[src/rtl/ngmr_pkg.sv]
// Package for the base-2 Niederreiter generating-matrix row generator.
// Holds sizes, limits, the controller state type and the unit command structs.
// No dependencies.
package ngmr_pkg;

    localparam int MAX_SIZE    = 30;
    localparam int POWER_LIMIT = 63;

    localparam int POLY_W = 64;
    localparam int LOW_W  = 63;
    localparam int DEG_W  = 6;
    localparam int SIZE_W = 5;
    localparam int ROW_W  = 30;
    localparam int STEP_W = 7;

    typedef enum logic [2:0] {
        ST_IDLE,
        ST_CHECK,
        ST_MUL,
        ST_SERIES,
        ST_EMIT
    } ngmr_state_t;

    typedef struct packed {
        logic             start;
        logic [DEG_W-1:0] count;
    } ngmr_mul_cmd_t;

    typedef struct packed {
        logic done;
    } ngmr_mul_rsp_t;

    typedef struct packed {
        logic              start;
        logic [DEG_W-1:0]  k;
        logic [SIZE_W-1:0] m;
        logic [DEG_W-1:0]  d;
    } ngmr_ser_cmd_t;

    typedef struct packed {
        logic             done;
        logic [ROW_W-1:0] bits;
    } ngmr_ser_rsp_t;

endpackage

[src/rtl/ngmr_if.sv]
// Valid/ready channel interfaces: polynomial input, matrix row output, size write.
// Depends on ngmr_pkg.
interface ngmr_in_if;
    logic                       valid;
    logic                       ready;
    logic [ngmr_pkg::LOW_W-1:0] poly_low_bits;
    logic [ngmr_pkg::DEG_W-1:0] degree;

    modport source (output valid, output poly_low_bits, output degree, input ready);
    modport sink   (input valid, input poly_low_bits, input degree, output ready);
endinterface

interface ngmr_out_if;
    logic                        valid;
    logic                        ready;
    logic [ngmr_pkg::SIZE_W-1:0] row_index;
    logic [ngmr_pkg::ROW_W-1:0]  row_bits;
    logic                        last_row;
    logic                        degree_error;

    modport source (output valid, output row_index, output row_bits, output last_row,
                    output degree_error, input ready);
    modport sink   (input valid, input row_index, input row_bits, input last_row,
                    input degree_error, output ready);
endinterface

interface ngmr_cfg_if;
    logic                        valid;
    logic                        ready;
    logic [ngmr_pkg::SIZE_W-1:0] matrix_size;

    modport source (output valid, output matrix_size, input ready);
    modport sink   (input valid, input matrix_size, output ready);
endinterface

[src/rtl/niederreiter_gf2_matrix_rows.sv]
// Sequence: after a polynomial beat the check steps find the top power degree; each row then
// runs the series unit, after a multiply where the row enters a new power, and is emitted.
// Flow: one polynomial at a time, limited by the serial divider and multiplier;
// the next polynomial is taken once the last row sits in the output register.
// Reset: matrix_size returns to 30, controller idle, no row pending.
// Depends on ngmr_pkg, ngmr_if, ngmr_clmul and ngmr_series.
module niederreiter_gf2_matrix_rows
(
    input  logic        clk,
    input  logic        rst_n,
    ngmr_cfg_if.sink    cfg,
    ngmr_in_if.sink     poly,
    ngmr_out_if.source  rows
);

    ngmr_pkg::ngmr_state_t state_reg, state_next;

    logic [ngmr_pkg::SIZE_W-1:0] size_reg, size_next;
    logic [ngmr_pkg::SIZE_W-1:0] m_reg, m_next;
    logic [ngmr_pkg::DEG_W-1:0]  e_reg, e_next;
    logic [ngmr_pkg::POLY_W-1:0] p_reg, p_next;
    logic [ngmr_pkg::POLY_W-1:0] pw_reg, pw_next;
    logic [ngmr_pkg::DEG_W-1:0]  d_reg, d_next;
    logic [ngmr_pkg::DEG_W-1:0]  k_reg, k_next;
    logic [ngmr_pkg::SIZE_W-1:0] row_reg, row_next;
    logic [ngmr_pkg::STEP_W-1:0] chk_reg, chk_next;
    logic                        err_reg, err_next;

    logic                        out_valid_reg, out_valid_next;
    logic [ngmr_pkg::SIZE_W-1:0] out_index_reg, out_index_next;
    logic [ngmr_pkg::ROW_W-1:0]  out_bits_reg, out_bits_next;
    logic                        out_last_reg, out_last_next;
    logic                        out_err_reg, out_err_next;

    ngmr_pkg::ngmr_mul_cmd_t     mul_cmd;
    ngmr_pkg::ngmr_mul_rsp_t     mul_rsp;
    logic [ngmr_pkg::POLY_W-1:0] product;
    ngmr_pkg::ngmr_ser_cmd_t     ser_cmd;
    ngmr_pkg::ngmr_ser_rsp_t     ser_rsp;

    logic [ngmr_pkg::SIZE_W-1:0] m_eff;
    logic [ngmr_pkg::POLY_W-1:0] p_in;
    logic                        slot_free;
    logic                        is_last;

    ngmr_clmul u_clmul
    (
        .clk          (clk),
        .rst_n        (rst_n),
        .cmd          (mul_cmd),
        .multiplicand (pw_reg),
        .multiplier   (p_reg),
        .rsp          (mul_rsp),
        .product      (product)
    );

    ngmr_series u_series
    (
        .clk   (clk),
        .rst_n (rst_n),
        .cmd   (ser_cmd),
        .q     (pw_reg),
        .rsp   (ser_rsp)
    );

    always_ff @(posedge clk or negedge rst_n)
    begin
        if (!rst_n)
        begin
            state_reg     <= ngmr_pkg::ST_IDLE;
            size_reg      <= ngmr_pkg::SIZE_W'(ngmr_pkg::MAX_SIZE);
            out_valid_reg <= 1'b0;
        end
        else
        begin
            state_reg     <= state_next;
            size_reg      <= size_next;
            out_valid_reg <= out_valid_next;
        end
    end

    always_ff @(posedge clk)
    begin
        m_reg         <= m_next;
        e_reg         <= e_next;
        p_reg         <= p_next;
        pw_reg        <= pw_next;
        d_reg         <= d_next;
        k_reg         <= k_next;
        row_reg       <= row_next;
        chk_reg       <= chk_next;
        err_reg       <= err_next;
        out_index_reg <= out_index_next;
        out_bits_reg  <= out_bits_next;
        out_last_reg  <= out_last_next;
        out_err_reg   <= out_err_next;
    end

    assign cfg.ready = 1'b1;
    assign size_next = (cfg.valid) ? cfg.matrix_size : size_reg;

    always_comb
    begin
        if (size_reg == '0)
            m_eff = ngmr_pkg::SIZE_W'(1);
        else if (size_reg > ngmr_pkg::SIZE_W'(ngmr_pkg::MAX_SIZE))
            m_eff = ngmr_pkg::SIZE_W'(ngmr_pkg::MAX_SIZE);
        else
            m_eff = size_reg;
    end

    // monic polynomial: low bits at or above the degree are dropped
    always_comb
    begin
        p_in = '0;
        for (int i = 0; i < ngmr_pkg::LOW_W; i++)
            p_in[i] = poly.poly_low_bits[i] & (i < int'(poly.degree));
        p_in[poly.degree] = 1'b1;
    end

    assign poly.ready = (state_reg == ngmr_pkg::ST_IDLE);
    assign slot_free  = !out_valid_reg || rows.ready;
    assign is_last    = err_reg || (row_reg == m_reg - 1'b1);

    always_comb
    begin
        state_next     = state_reg;
        m_next         = m_reg;
        e_next         = e_reg;
        p_next         = p_reg;
        pw_next        = pw_reg;
        d_next         = d_reg;
        k_next         = k_reg;
        row_next       = row_reg;
        chk_next       = chk_reg;
        err_next       = err_reg;
        out_valid_next = out_valid_reg && !rows.ready;
        out_index_next = out_index_reg;
        out_bits_next  = out_bits_reg;
        out_last_next  = out_last_reg;
        out_err_next   = out_err_reg;
        mul_cmd.start  = 1'b0;
        mul_cmd.count  = e_reg;
        ser_cmd.start  = 1'b0;
        ser_cmd.k      = k_reg;
        ser_cmd.m      = m_reg;
        ser_cmd.d      = d_reg;

        case (state_reg)
            ngmr_pkg::ST_IDLE:
            begin
                if (poly.valid)
                begin
                    m_next   = m_eff;
                    e_next   = poly.degree;
                    p_next   = p_in;
                    chk_next = ngmr_pkg::STEP_W'(poly.degree);
                    row_next = '0;
                    err_next = (poly.degree == '0);
                    state_next = (poly.degree == '0) ? ngmr_pkg::ST_EMIT
                                                     : ngmr_pkg::ST_CHECK;
                end
            end
            ngmr_pkg::ST_CHECK:
            begin
                // smallest multiple of e reaching m is the top power degree
                if (chk_reg < ngmr_pkg::STEP_W'(m_reg))
                    chk_next = chk_reg + ngmr_pkg::STEP_W'(e_reg);
                else if (chk_reg > ngmr_pkg::STEP_W'(ngmr_pkg::POWER_LIMIT))
                begin
                    err_next   = 1'b1;
                    state_next = ngmr_pkg::ST_EMIT;
                end
                else
                begin
                    pw_next       = p_reg;
                    d_next        = e_reg;
                    k_next        = '0;
                    ser_cmd.start = 1'b1;
                    state_next    = ngmr_pkg::ST_SERIES;
                end
            end
            ngmr_pkg::ST_MUL:
            begin
                if (mul_rsp.done)
                begin
                    pw_next       = product;
                    ser_cmd.start = 1'b1;
                    state_next    = ngmr_pkg::ST_SERIES;
                end
            end
            ngmr_pkg::ST_SERIES:
            begin
                if (ser_rsp.done)
                    state_next = ngmr_pkg::ST_EMIT;
            end
            ngmr_pkg::ST_EMIT:
            begin
                if (slot_free)
                begin
                    out_valid_next = 1'b1;
                    out_index_next = err_reg ? '0 : row_reg;
                    out_bits_next  = err_reg ? '0 : ser_rsp.bits;
                    out_last_next  = is_last;
                    out_err_next   = err_reg;
                    if (is_last)
                        state_next = ngmr_pkg::ST_IDLE;
                    else
                    begin
                        row_next = row_reg + 1'b1;
                        if (k_reg + 1'b1 == e_reg)
                        begin
                            k_next        = '0;
                            d_next        = d_reg + e_reg;
                            mul_cmd.start = 1'b1;
                            state_next    = ngmr_pkg::ST_MUL;
                        end
                        else
                        begin
                            k_next        = k_reg + 1'b1;
                            ser_cmd.start = 1'b1;
                            state_next    = ngmr_pkg::ST_SERIES;
                        end
                    end
                end
            end
            default:
                state_next = ngmr_pkg::ST_IDLE;
        endcase
    end

    assign rows.valid        = out_valid_reg;
    assign rows.row_index    = out_index_reg;
    assign rows.row_bits     = out_bits_reg;
    assign rows.last_row     = out_last_reg;
    assign rows.degree_error = out_err_reg;

    a_mul_done_state: assert property (@(posedge clk) disable iff (!rst_n)
        mul_rsp.done |-> (state_reg == ngmr_pkg::ST_MUL))
        else $error("multiply finished outside its state");
    a_ser_done_state: assert property (@(posedge clk) disable iff (!rst_n)
        ser_rsp.done |-> (state_reg == ngmr_pkg::ST_SERIES))
        else $error("series finished outside its state");
    a_k_range: assert property (@(posedge clk) disable iff (!rst_n)
        (state_reg == ngmr_pkg::ST_SERIES) |-> (k_reg < e_reg))
        else $error("row offset beyond degree");
    a_err_beat: assert property (@(posedge clk) disable iff (!rst_n)
        (rows.valid && rows.degree_error) |-> (rows.row_bits == '0 && rows.last_row))
        else $error("malformed error beat");

endmodule

[src/rtl/ngmr_clmul.sv]
// Bit-serial carry-less multiplier, one multiplier bit per cycle.
// Depends on ngmr_pkg.
module ngmr_clmul
(
    input  logic                          clk,
    input  logic                          rst_n,
    input  ngmr_pkg::ngmr_mul_cmd_t       cmd,
    input  logic [ngmr_pkg::POLY_W-1:0]   multiplicand,
    input  logic [ngmr_pkg::POLY_W-1:0]   multiplier,
    output ngmr_pkg::ngmr_mul_rsp_t       rsp,
    output logic [ngmr_pkg::POLY_W-1:0]   product
);

    logic [ngmr_pkg::POLY_W-1:0] a_reg, a_next;
    logic [ngmr_pkg::POLY_W-1:0] b_reg, b_next;
    logic [ngmr_pkg::POLY_W-1:0] acc_reg, acc_next;
    logic [ngmr_pkg::DEG_W-1:0]  n_reg, n_next;
    logic                        busy_reg, busy_next;
    logic                        done_reg, done_next;

    always_ff @(posedge clk or negedge rst_n)
    begin
        if (!rst_n)
        begin
            busy_reg <= 1'b0;
            done_reg <= 1'b0;
        end
        else
        begin
            busy_reg <= busy_next;
            done_reg <= done_next;
        end
    end

    always_ff @(posedge clk)
    begin
        a_reg   <= a_next;
        b_reg   <= b_next;
        acc_reg <= acc_next;
        n_reg   <= n_next;
    end

    always_comb
    begin
        a_next    = a_reg;
        b_next    = b_reg;
        acc_next  = acc_reg;
        n_next    = n_reg;
        busy_next = busy_reg;
        done_next = 1'b0;
        if (cmd.start)
        begin
            a_next    = multiplicand;
            b_next    = multiplier;
            acc_next  = '0;
            n_next    = cmd.count;
            busy_next = 1'b1;
        end
        else if (busy_reg)
        begin
            if (b_reg[0])
                acc_next = acc_reg ^ a_reg;
            a_next = {a_reg[ngmr_pkg::POLY_W-2:0], 1'b0};
            b_next = {1'b0, b_reg[ngmr_pkg::POLY_W-1:1]};
            if (n_reg == '0)
            begin
                busy_next = 1'b0;
                done_next = 1'b1;
            end
            else
                n_next = n_reg - 1'b1;
        end
    end

    assign rsp.done = done_reg;
    assign product  = acc_reg;

    a_start_idle: assert property (@(posedge clk) disable iff (!rst_n)
        cmd.start |-> !busy_reg)
        else $error("multiply started while busy");
    a_done_once: assert property (@(posedge clk) disable iff (!rst_n)
        done_reg |-> !busy_reg)
        else $error("multiply done while still stepping");
    a_done_after: assert property (@(posedge clk) disable iff (!rst_n)
        $rose(done_reg) |-> $past(busy_reg))
        else $error("multiply done without a run");

endmodule

[src/rtl/ngmr_series.sv]
// Serial long division giving the Laurent digits of 1/q, one digit per cycle,
// and the capture of one m-digit row window. Depends on ngmr_pkg.
module ngmr_series
(
    input  logic                        clk,
    input  logic                        rst_n,
    input  ngmr_pkg::ngmr_ser_cmd_t     cmd,
    input  logic [ngmr_pkg::POLY_W-1:0] q,
    output ngmr_pkg::ngmr_ser_rsp_t     rsp
);

    logic [ngmr_pkg::POLY_W-1:0] r_reg, r_next;
    logic [ngmr_pkg::STEP_W-1:0] t_reg, t_next;
    logic [ngmr_pkg::ROW_W-1:0]  bits_reg, bits_next;
    logic                        busy_reg, busy_next;
    logic                        done_reg, done_next;

    logic [ngmr_pkg::POLY_W-1:0] shifted;
    logic                        digit;
    logic [ngmr_pkg::STEP_W-1:0] k_ext;
    logic [ngmr_pkg::STEP_W-1:0] stop;
    logic [ngmr_pkg::STEP_W-1:0] col_full;

    always_ff @(posedge clk or negedge rst_n)
    begin
        if (!rst_n)
        begin
            busy_reg <= 1'b0;
            done_reg <= 1'b0;
        end
        else
        begin
            busy_reg <= busy_next;
            done_reg <= done_next;
        end
    end

    always_ff @(posedge clk)
    begin
        r_reg    <= r_next;
        t_reg    <= t_next;
        bits_reg <= bits_next;
    end

    // remainder holds x^t mod q; the digit of x^-(t+1) pops out at bit d
    always_comb
    begin
        shifted   = {r_reg[ngmr_pkg::POLY_W-2:0], 1'b0};
        digit     = shifted[cmd.d];
        k_ext     = {1'b0, cmd.k};
        stop      = k_ext + ngmr_pkg::STEP_W'(cmd.m);
        col_full  = t_reg - k_ext;
        r_next    = r_reg;
        t_next    = t_reg;
        bits_next = bits_reg;
        busy_next = busy_reg;
        done_next = 1'b0;
        if (cmd.start)
        begin
            r_next    = ngmr_pkg::POLY_W'(1);
            t_next    = '0;
            bits_next = '0;
            busy_next = 1'b1;
        end
        else if (busy_reg)
        begin
            r_next = digit ? (shifted ^ q) : shifted;
            t_next = t_reg + 1'b1;
            if (t_reg >= k_ext)
                bits_next[col_full[ngmr_pkg::SIZE_W-1:0]] = digit;
            if (t_next == stop)
            begin
                busy_next = 1'b0;
                done_next = 1'b1;
            end
        end
    end

    assign rsp.done = done_reg;
    assign rsp.bits = bits_reg;

    a_start_idle: assert property (@(posedge clk) disable iff (!rst_n)
        cmd.start |-> !busy_reg)
        else $error("series started while busy");
    a_window: assert property (@(posedge clk) disable iff (!rst_n)
        busy_reg |-> (t_reg < stop))
        else $error("series ran past its row window");
    a_done_after: assert property (@(posedge clk) disable iff (!rst_n)
        done_reg |-> $past(busy_reg))
        else $error("series done without a run");

endmodule

[src/flat_wrapper.sv]
// flat-port wrapper written by rule: the top's interface ports become plain ports
module niederreiter_gf2_matrix_rows_flat 
  (clk, rst_n, cfg_valid, cfg_matrix_size, cfg_ready, poly_valid, poly_poly_low_bits, poly_degree, poly_ready, rows_valid, rows_row_index, rows_row_bits, rows_last_row, rows_degree_error, rows_ready);
  ngmr_cfg_if cfg_i ();
  ngmr_in_if poly_i ();
  ngmr_out_if rows_i ();
  input  logic clk;
  input  logic rst_n;
  input wire logic [$bits(cfg_i.valid)-1:0] cfg_valid;
  input wire logic [$bits(cfg_i.matrix_size)-1:0] cfg_matrix_size;
  output wire logic [$bits(cfg_i.ready)-1:0] cfg_ready;
  input wire logic [$bits(poly_i.valid)-1:0] poly_valid;
  input wire logic [$bits(poly_i.poly_low_bits)-1:0] poly_poly_low_bits;
  input wire logic [$bits(poly_i.degree)-1:0] poly_degree;
  output wire logic [$bits(poly_i.ready)-1:0] poly_ready;
  output wire logic [$bits(rows_i.valid)-1:0] rows_valid;
  output wire logic [$bits(rows_i.row_index)-1:0] rows_row_index;
  output wire logic [$bits(rows_i.row_bits)-1:0] rows_row_bits;
  output wire logic [$bits(rows_i.last_row)-1:0] rows_last_row;
  output wire logic [$bits(rows_i.degree_error)-1:0] rows_degree_error;
  input wire logic [$bits(rows_i.ready)-1:0] rows_ready;
  assign cfg_i.valid = cfg_valid;
  assign cfg_i.matrix_size = cfg_matrix_size;
  assign cfg_ready = cfg_i.ready;
  assign poly_i.valid = poly_valid;
  assign poly_i.poly_low_bits = poly_poly_low_bits;
  assign poly_i.degree = poly_degree;
  assign poly_ready = poly_i.ready;
  assign rows_valid = rows_i.valid;
  assign rows_row_index = rows_i.row_index;
  assign rows_row_bits = rows_i.row_bits;
  assign rows_last_row = rows_i.last_row;
  assign rows_degree_error = rows_i.degree_error;
  assign rows_i.ready = rows_ready;
  niederreiter_gf2_matrix_rows u_core (.clk(clk), .rst_n(rst_n), .cfg(cfg_i), .poly(poly_i), .rows(rows_i));
endmodule
[config.mk]
export PLATFORM = sky130hd
export DESIGN_NAME = niederreiter_gf2_matrix_rows_flat
export DESIGN_NICKNAME = d
export VERILOG_FILES = /design/src/rtl/ngmr_pkg.sv /design/src/rtl/ngmr_if.sv /design/src/rtl/niederreiter_gf2_matrix_rows.sv /design/src/rtl/ngmr_clmul.sv /design/src/rtl/ngmr_series.sv /design/src/flat_wrapper.sv
export SDC_FILE = /design/constraint.sdc
export NUM_CORES = 1
export LEC_CHECK = 0
export ABC_AREA = 1
export BUFFER_PORTS_ARGS = -buffer_cell sky130_fd_sc_hd__buf_4
export CAP_MARGIN = 10
export CORE_UTILIZATION = 33
export DETAILED_ROUTE_END_ITERATION = 10
export SYNTH_ARGS = -nofsm -noshare
export SYNTH_HDL_FRONTEND = slang
export SYNTH_HIERARCHICAL = 1
export SYNTH_SLANG_ARGS = --single-unit
[constraint.sdc]
create_clock -name clk -period 13 [get_ports clk]
set_clock_uncertainty 0.15 [all_clocks]
set_input_delay 1.3 -clock clk [delete_from_list [all_inputs] [get_ports clk]]
set_output_delay 1.3 -clock clk [all_outputs]
set_load 0.05 [all_outputs]
After elaboration in Yosys (flattened, before gate mapping)
Cells that the tools add are included.

storage, ports and cells
  flip-flop bits (word level) = 512
  input port bits = 79
  output and inout bits = 40
  word-level logic and storage cells = 298

cells by class
  add/subtract/negate cells = 9
  $lt $le $gt $ge = 72
  equal/unequal tests = 18
  mux-type cells = 78
  bitwise operators = 66
  reductions and logical operators = 28

operators by type and width
  operator            count
  $mux 64             7
  $lt 6x6->1 const A  31
  $pmux 64 s2         1
  $lt 5x6->1 const A  16
  $mux 6              13
  $or 63x64->64       1
  $xor 64x64->64      1
  $and 1x1->1         63
  $mux 63             1
  $xor 63x63->63      1
  $lt 4x6->1 const A  8
  $mux 1              31
  $bwmux 30           1
  $lt 3x6->1 const A  4
  $mux 3              8
  $pmux 6 s2          2
  $mux 5              4
  $pmux 3 s5          1
  $lt 6x7->1 const B  2
  $mux 7              2
  $pmux 7 s2          1
  $logic_not 6->1     2
  $lt 1x6->1 const A  2
  $lt 2x6->1 const A  2
  other kinds (41)    66

Longest topological paths before layout
Gate-level depths: netlist (run 1).

  word-level depth = 8
  mapped depth = 19
  mapped depth without buffers = 17

By module
The synthesis (run 1) kept the hierarchy.

by module, submodules not included
  module                        times used  cells each  area an instance (sq um)  sequential area each (sq um)
  niederreiter_gf2_matrix_rows  1           986         9766.9                    6266.0
  ngmr_clmul                    1           933         8789.7                    5355.1
  ngmr_series                   1           1012        6663.9                    2052.0

Worst setup path before layout (run 1)
Ideal clock, no wire load.

  path type = input port to flip-flop
  start point = input port rows_ready
  end point = register u_core/u_clmul/n_reg[0] (netlist name) (enable)
  library setup time = 0.326 ns
  arrival = 5.522 ns
  required time = 12.524 ns
  setup slack = 7.002 ns
  stages on the path = 10
  buffers on the path = 2
  cells stage by stage = inv_1 nand2_1 nand2_1 nor2_1 buf_4 inv_2 buf_4 nand2_1 o21ai_1 inv_1

RTL lines
  what                  RTL line            text
  start, declared       flat_wrapper.sv:21  input wire logic [$bits(rows_i.ready)-1:0] rows_ready;
  end signal, assigned  ngmr_clmul.sv:40    n_reg <= n_next;
  end, declared         ngmr_clmul.sv:17    logic [ngmr_pkg::DEG_W-1:0] n_reg, n_next;

==> impl_results.md, run 1 <==
- GP Congestion: 0.8925
- Buffers on Ports: 117
- Slew margin rel.: 25.43%
- Psw: 0.7238 mW
- Dpl ws: 7944 ps
- CTS hold repair buffers: 0
- FF-to-FF path depth: 18
- Vias/cell: 4.878
- R2R setup slack: between 8000 and 9000 ps
- DR WL/cell: 16.10 µm
- Max Fanout on Critical Path: 68
- Syn Nets: between 3000 and 4000
- H-tree depth: 2
- Count of yosys warnings during synthesis: 6
- Crit path DAT: 5000 ps
- Gr usage total: between 10% and 20%
- Max frequency: 206.4 MHz
- Crit path launch type: flip-flop
- Via count: 19430
- Inserted Diodes: 0
- Initial antenna violation count: 0
- Avg Inst Size Synth: 8.600 µm²
- Clock Sinks: 509
- Share of layout cells above drive strength 1: 8.958%
- Setup violations, final: 0
- CTS tree: done
- WHS Path Cells: 2
- Flop pwr share: 49.5%
- Status: completed
- Pins Over Slew Limit: 0
- Max cap viols: 0
- Core area: 74820 µm²
- Worst setup path startpoint: u_core/m_reg[0]
- Unrepaired setup endpoints after global routing: false
- Final period util: 37.26%
- Critical path endpoint category: flip-flop
- RR Endpoint: u_core/u_clmul/n_reg[2]
- Pwr per Cell Area: ~120 nW/µm²
- Initial Util: 33.54%
- Gate power share: 1.8%
- DRT iter0 DRCs: 1742
- Final Hold Fails: 0
- Chip width: ~280 µm
- Die Y-Extent: 277.8 µm
- Root Buffer: clkbuf_16
- Crit path kind: reg2reg
- Tmin final: between 4000 and 5000 ps
- Clock-pin slew of the registers on the worst-case setup and hold paths: ~60 ps
- Worst r2r src: u_core/m_reg[0]
- Worst slew pin tran: 1119 ps
- P&R area growth vs syn: 13.70%
- Largest net degree at the start of global routing: 194
- CTS Buf Count: 55
- CP required: ~13000 ps
- Drt first pass iters: 5
- TNS Setup: 0 ps
- Power share of the clock group: between 40% and 50%
- Cell Area, Synth: 25100 µm²
- Routed Antenna Nets: 0
- DP HPWL: approximately 43000 µm
- Post-CTS Setup Bufs: 0
- Clock latency at the later pin of the worst-skew pair: 630 ps
- Maximum vdd drop: 0.09966 mV
- Post-route setup slack: 8156 ps
- Num rows: 100
- Worst hold path class: reg2reg
- Syn Inst Count: approximately 2900
- FILL cells: 7525
- I/O pins: 119
- Vias in the first global route: approximately 18000
- First-pass GRT wire length: 101500 µm
- Max Root-Sink Buffers: 3
- Die ar.: approximately 77000 µm²
- Switching part of the total power: 20.95%
- Post-CTS sizing: 0
- GRT overflow: 0
- Detailed Route WL: 64130 µm
- P_int: 2.731 mW
- Hold Path End: u_core/u_series/r_reg[62]
- Drc violations: 0
- Static Leakage: 11.78 nW
- # nets final: 3082
- HP Start: u_core/u_series/r_reg[62]
[power by group through the flow]
stage / combinational [mW] / sequential, mW / clock, mW
after floorplan: 0.0255 / 1.75 / 0
after global placement: 0.0604 / 1.75 / 0
after detailed placement: 0.0601 / 1.75 / 0
after CTS: 0.0603 / 1.71 / 1.72
after global routing: 0.0648 / 1.71 / 1.78
final: 0.0605 / 1.71 / 1.68
[worst max-delay path by stage]
stage | end | depth (start not counted)
2_1_floorplan | u_core/u_clmul/n_reg[0] | 10
3_3_place_gp | u_core/u_clmul/n_reg[5] | 11
5_1_grt | u_core/u_clmul/n_reg[2] | 18
3_5_place_dp | u_core/u_clmul/n_reg[3] | 11
6_report | u_core/u_clmul/n_reg[2] | 18
4_1_cts | u_core/u_clmul/n_reg[3] | 18
[layout by cell type (no fill, tap or decap), types with 3 or more instances in the layout]
master and n:
o22ai_1 23, a21oi_1 93, xnor2_1 69, inv_4 3, buf_4 132, clkinv_1 7
o21ai_0 172, nor2_1 119, inv_1 374, fa_1 4, dfstp_2 4, clkbuf_1 8
nor2_2 4, xor2_1 19, nand3_1 271, nor3b_1 57, nand2_4 3, inv_2 11
clkbuf_16 55, nand4_1 9, dfrtp_1 8, a22o_1 3, a32o_1 3, or2_2 3
dfxtp_1 163, nand3_2 3, o21bai_1 26, ha_1 32, nor3b_2 6, clkinv_2 12
o21ai_1 37, clkinvlp_4 7, bufinv_16 10, nand2_1 836, nor3_1 67, edfxtp_1 333
[stage by stage]
stage | util (%) | cell area [µm²] | std cells | power, mW | hold WS, ps
6_report | 38.13 | 28530 | 3983 | 3.455 | 331.8
3_5_place_dp | 35.53 | 26580 | 3879 | 1.806 | 321.9
5_1_grt | 38.13 | 28530 | 3983 | 3.557 | 354.0
2_1_floorplan | - | 25100 | 2918 | 1.771 | 274.4
4_1_cts | 38.13 | 28530 | 3983 | 3.495 | 330.3
3_3_place_gp | 35.53 | 26580 | 3879 | 1.806 | 317.6
[critical path, cell delays in order, from the launching register on]
cell,delay (ps)
edfxtp_1,460
inv_1,130
ha_1,210
nand2_1,100
nor2_1,90
nand2_1,50
nand2_1,60
nor2_1,40
nand2_1,50
nand2_1,90
nor2_1,210
nand2_1,150
nor2_4,210
inv_2,140
buf_4,320
nand2_4,740
buf_4,810
o21ai_1,190
inv_1,250
[routing by layer]
layer	GRT usage [%]	routed length, µm	vias up
li1	-	-	9648
met1	24.19	31430	9159
met5	0	0	-
met4	5.142	1560	0
met3	2.224	3487	97
met2	24.68	27650	525
[cell type report]
cell class / instances / area [µm²] / share of cell area [%]
clock buffers: 65 / 1434 / 5.025
clock inverters: 39 / 516.7 / 1.811
inverters: 389 / 1465 / 5.135
multi-input cells: 1879 / 9299 / 32.59
flip-flops and latches: 509 / 13590 / 47.65
well taps: 969 / 1212 / 4.249
repair buffers: 133 / 1011 / 3.543
(Power assumes the default switching activity.)
==> inputs of run 2 (changes only) <==
==> constraint.sdc (replaced) <==
create_clock -name clk -period 4.3 [get_ports clk]
set_clock_uncertainty 0.15 [all_clocks]
set_input_delay 0.43 -clock clk [delete_from_list [all_inputs] [get_ports clk]]
set_output_delay 0.43 -clock clk [all_outputs]
set_load 0.05 [all_outputs]
==> run 2 against run 1 <==
Compared with the run above: worst hold slack worse by 300 ps; routed wire length down 1.5%; clock power rose to 2.9 times the previous value; die area unchanged; sequential power rose to 3.0 times the previous value; largest cell class unchanged.
==> impl_results.md, run 2 (synthesis results as in run 1) <==
- Status: completed (unchanged)
- Vias/cell: 4.826 (was 4.878)
- CTS tree: done (unchanged)
- Core area: 74820 µm² (unchanged)
- Share of layout cells above drive strength 1: 9.073% (was 8.958%)
- Max Fanout on Critical Path: 230 (was 68)
- Post-CTS Setup Bufs: 0 (unchanged)
- Max cap viols: 0 (unchanged)
- Setup violations, final: 0 (unchanged)
- Drt first pass iters: 5 (unchanged)
- Max frequency: 299.3 MHz (was 206.4 MHz)
- Max Root-Sink Buffers: 3 (unchanged)
- Worst slew pin tran: 1123 ps (was 1119 ps)
- Most frequent cells in the layout: nand2_1, inv_1, edfxtp_1 (unchanged)
- Num rows: 100 (unchanged)
- Crit path kind: reg2reg (unchanged)
- Final period util: 77.70% (was 37.26%)
- Inserted Diodes: 0 (unchanged)
- GRT overflow: 0 (unchanged)
- CP required: 4450 ps (was 13150 ps)
- Routed Antenna Nets: 0 (unchanged)
- Drc violations: 0 (unchanged)
- GP Congestion: 0.8992 (was 0.8925)
- Root Buffer: clkbuf_16 (unchanged)
- DP HPWL: 42430 µm (was 43000 µm)
- Die ar.: 77150 µm² (unchanged)
- Detailed Route WL: 63170 µm (was 64130 µm)
- Unrepaired setup endpoints after global routing: false (unchanged)
- Tmin final: 3341 ps (was 4844 ps)
- Gr usage total: 16.10% (was 16.40%)
- Leading cell type in the layout, fill and taps excluded: nand2_1 (unchanged)
- Clock latency at the later pin of the worst-skew pair: 610 ps (was 630 ps)
- Critical path cell sequence: inv_1, ha_1, inv_1, nand2_1, nand2_1, nor2_1, nand2_1, nor2_1, nand2_1, nand2_1, nor2_1, nand2_1, nor2_4, buf_12, o21ai_0 (was inv_1, ha_1, nand2_1, nor2_1, nand2_1, nand2_1, nor2_1, nand2_1, nand2_1, nor2_1, nand2_1, nor2_4, inv_2, buf_4, nand2_4, buf_4, o21ai_1, inv_1)
- Worst hold path class: in2reg (was reg2reg)
- First-pass GRT wire length: 100000 µm (was 101500 µm)
- Final Hold Fails: 0 (unchanged)
- Slew margin rel.: 25.14% (was 25.43%)
- Vias in the first global route: 17930 (was 18160)
- P&R area growth vs syn: 15.96% (was 13.70%)
- I/O pins: 119 (unchanged)
- Critical path endpoint category: flip-flop (unchanged)
- Via count: 19520 (was 19430)
- Clock-pin slew of the registers on the worst-case setup and hold paths: 60 ps (about the same)
- Maximum vdd drop: 0.2370 mV (was 0.09966 mV)
- Initial antenna violation count: 0 (unchanged)
- Slowest stage delay, CP: 600 ps (was 810 ps)
- Clock Sinks: 509 (unchanged)
- # nets final: 3142 (was 3082)
- Crit-path slowest cell: buf_12 (was buf_4)
- Buffers on Ports: 117 (unchanged)
- CP most frequent cell: nand2_1 (unchanged)
- Pwr per Cell Area: 355.0 nW/µm² (was 121.1 nW/µm²)
- DR WL/cell: 15.62 µm (was 16.10 µm)
- Largest net degree at the start of global routing: 231 (was 194)
- Die Y-Extent: 277.8 µm (unchanged)
- CTS Buf Count: 56 (was 55)
- Static Leakage: 12.04 nW (was 11.78 nW)
- Initial Util: 33.54% (unchanged)
- Chip width: 277.8 µm (unchanged)
- Pwr Total: 10.33 mW (was 3.455 mW)
- Crit path DAT: 3490 ps (was 5000 ps)
- Crit path launch type: flip-flop (unchanged)
- H-tree depth: 2 (unchanged)
- Post-CTS sizing: 0 (unchanged)
- DRT iter0 DRCs: 1922 (was 1742)
- TNS Setup: 0 ps (unchanged)
- Pins Over Slew Limit: 0 (unchanged)
run 2: critical path: cells and delay by family, from the launching register on:
kind | cells | cell delay (ps)
AO/OA/AOI/OAI | 1 | 280
adder cells (fa/ha/maj) | 1 | 260
buffers and inverters | 3 | 800
flip-flops | 1 | 460
AND/OR/NAND/NOR | 10 | 880
run 2: path summary, 6_finish.rpt:
| path | from | to | slack (ps) | cells after the start |
|---|---|---|---|---|
| worst max-delay path | u_core/m_reg[0] | u_core/u_clmul/a_reg[50] | 960 | 15 |
| worst min-delay path | poly_degree[2] | u_core/e_reg[2] | 30 | 1 |
| worst max register to register | u_core/m_reg[0] | u_core/u_clmul/a_reg[50] | 960 | 15 |
| worst min register to register | u_core/u_series/r_reg[62] | u_core/u_series/r_reg[62] | 320 | 2 |
| max in group asynchronous | rst_n | u_core/size_reg[4] | 3650 | 2 |
| min in group asynchronous | rst_n | u_core/rows.valid | 80 | 2 |
run 2: cell type report:
class	instances	area, µm²
flip-flops and latches	509	13590
clock buffers	75	1595
fillers	7531	45720
inverters	389	1465
well taps	969	1212
clock inverters	31	317.8
multi-input cells	1879	9308
repair buffers	192	1609
run 2: per-stage QoR:
step                      std cells  hold slack [ps]  setup WS, ps  cell area (µm²)  util, %
final                          4044            28.51         958.9            29100    38.89
after global routing           4044            8.094         593.1            29100    38.89
after CTS                      4044          0.05801         989.5            29100    38.89
after detailed placement       3891            169.7          1028            26720    35.71
after global placement         3891            171.6          1134            26720    35.71
after floorplan                2918           -15.59         526.4            25110        -
run 2: where the power goes:
group,internal [mW],total (mW),switching (mW)
Clock,2.92,4.94,2.02
Combinational,0.105,0.220,0.115
Sequential,5.17,5.17,0.00297
run 2: layer usage:
metal	vias to the layer above	share of wire (%)	track usage, %
met1	9151	49	24.04
met4	0	2.9	5.185
met3	98	5.1	1.887
met2	513	43	24.05
li1	9754	-	-
met5	-	0	0
run 2: repair_timing:
item / 4_1_cts / 5_1_grt
endpoints found under the setup margin: 0 / 0
hold buffers: 47 / 0
endpoints found under the hold margin: 51 / 0
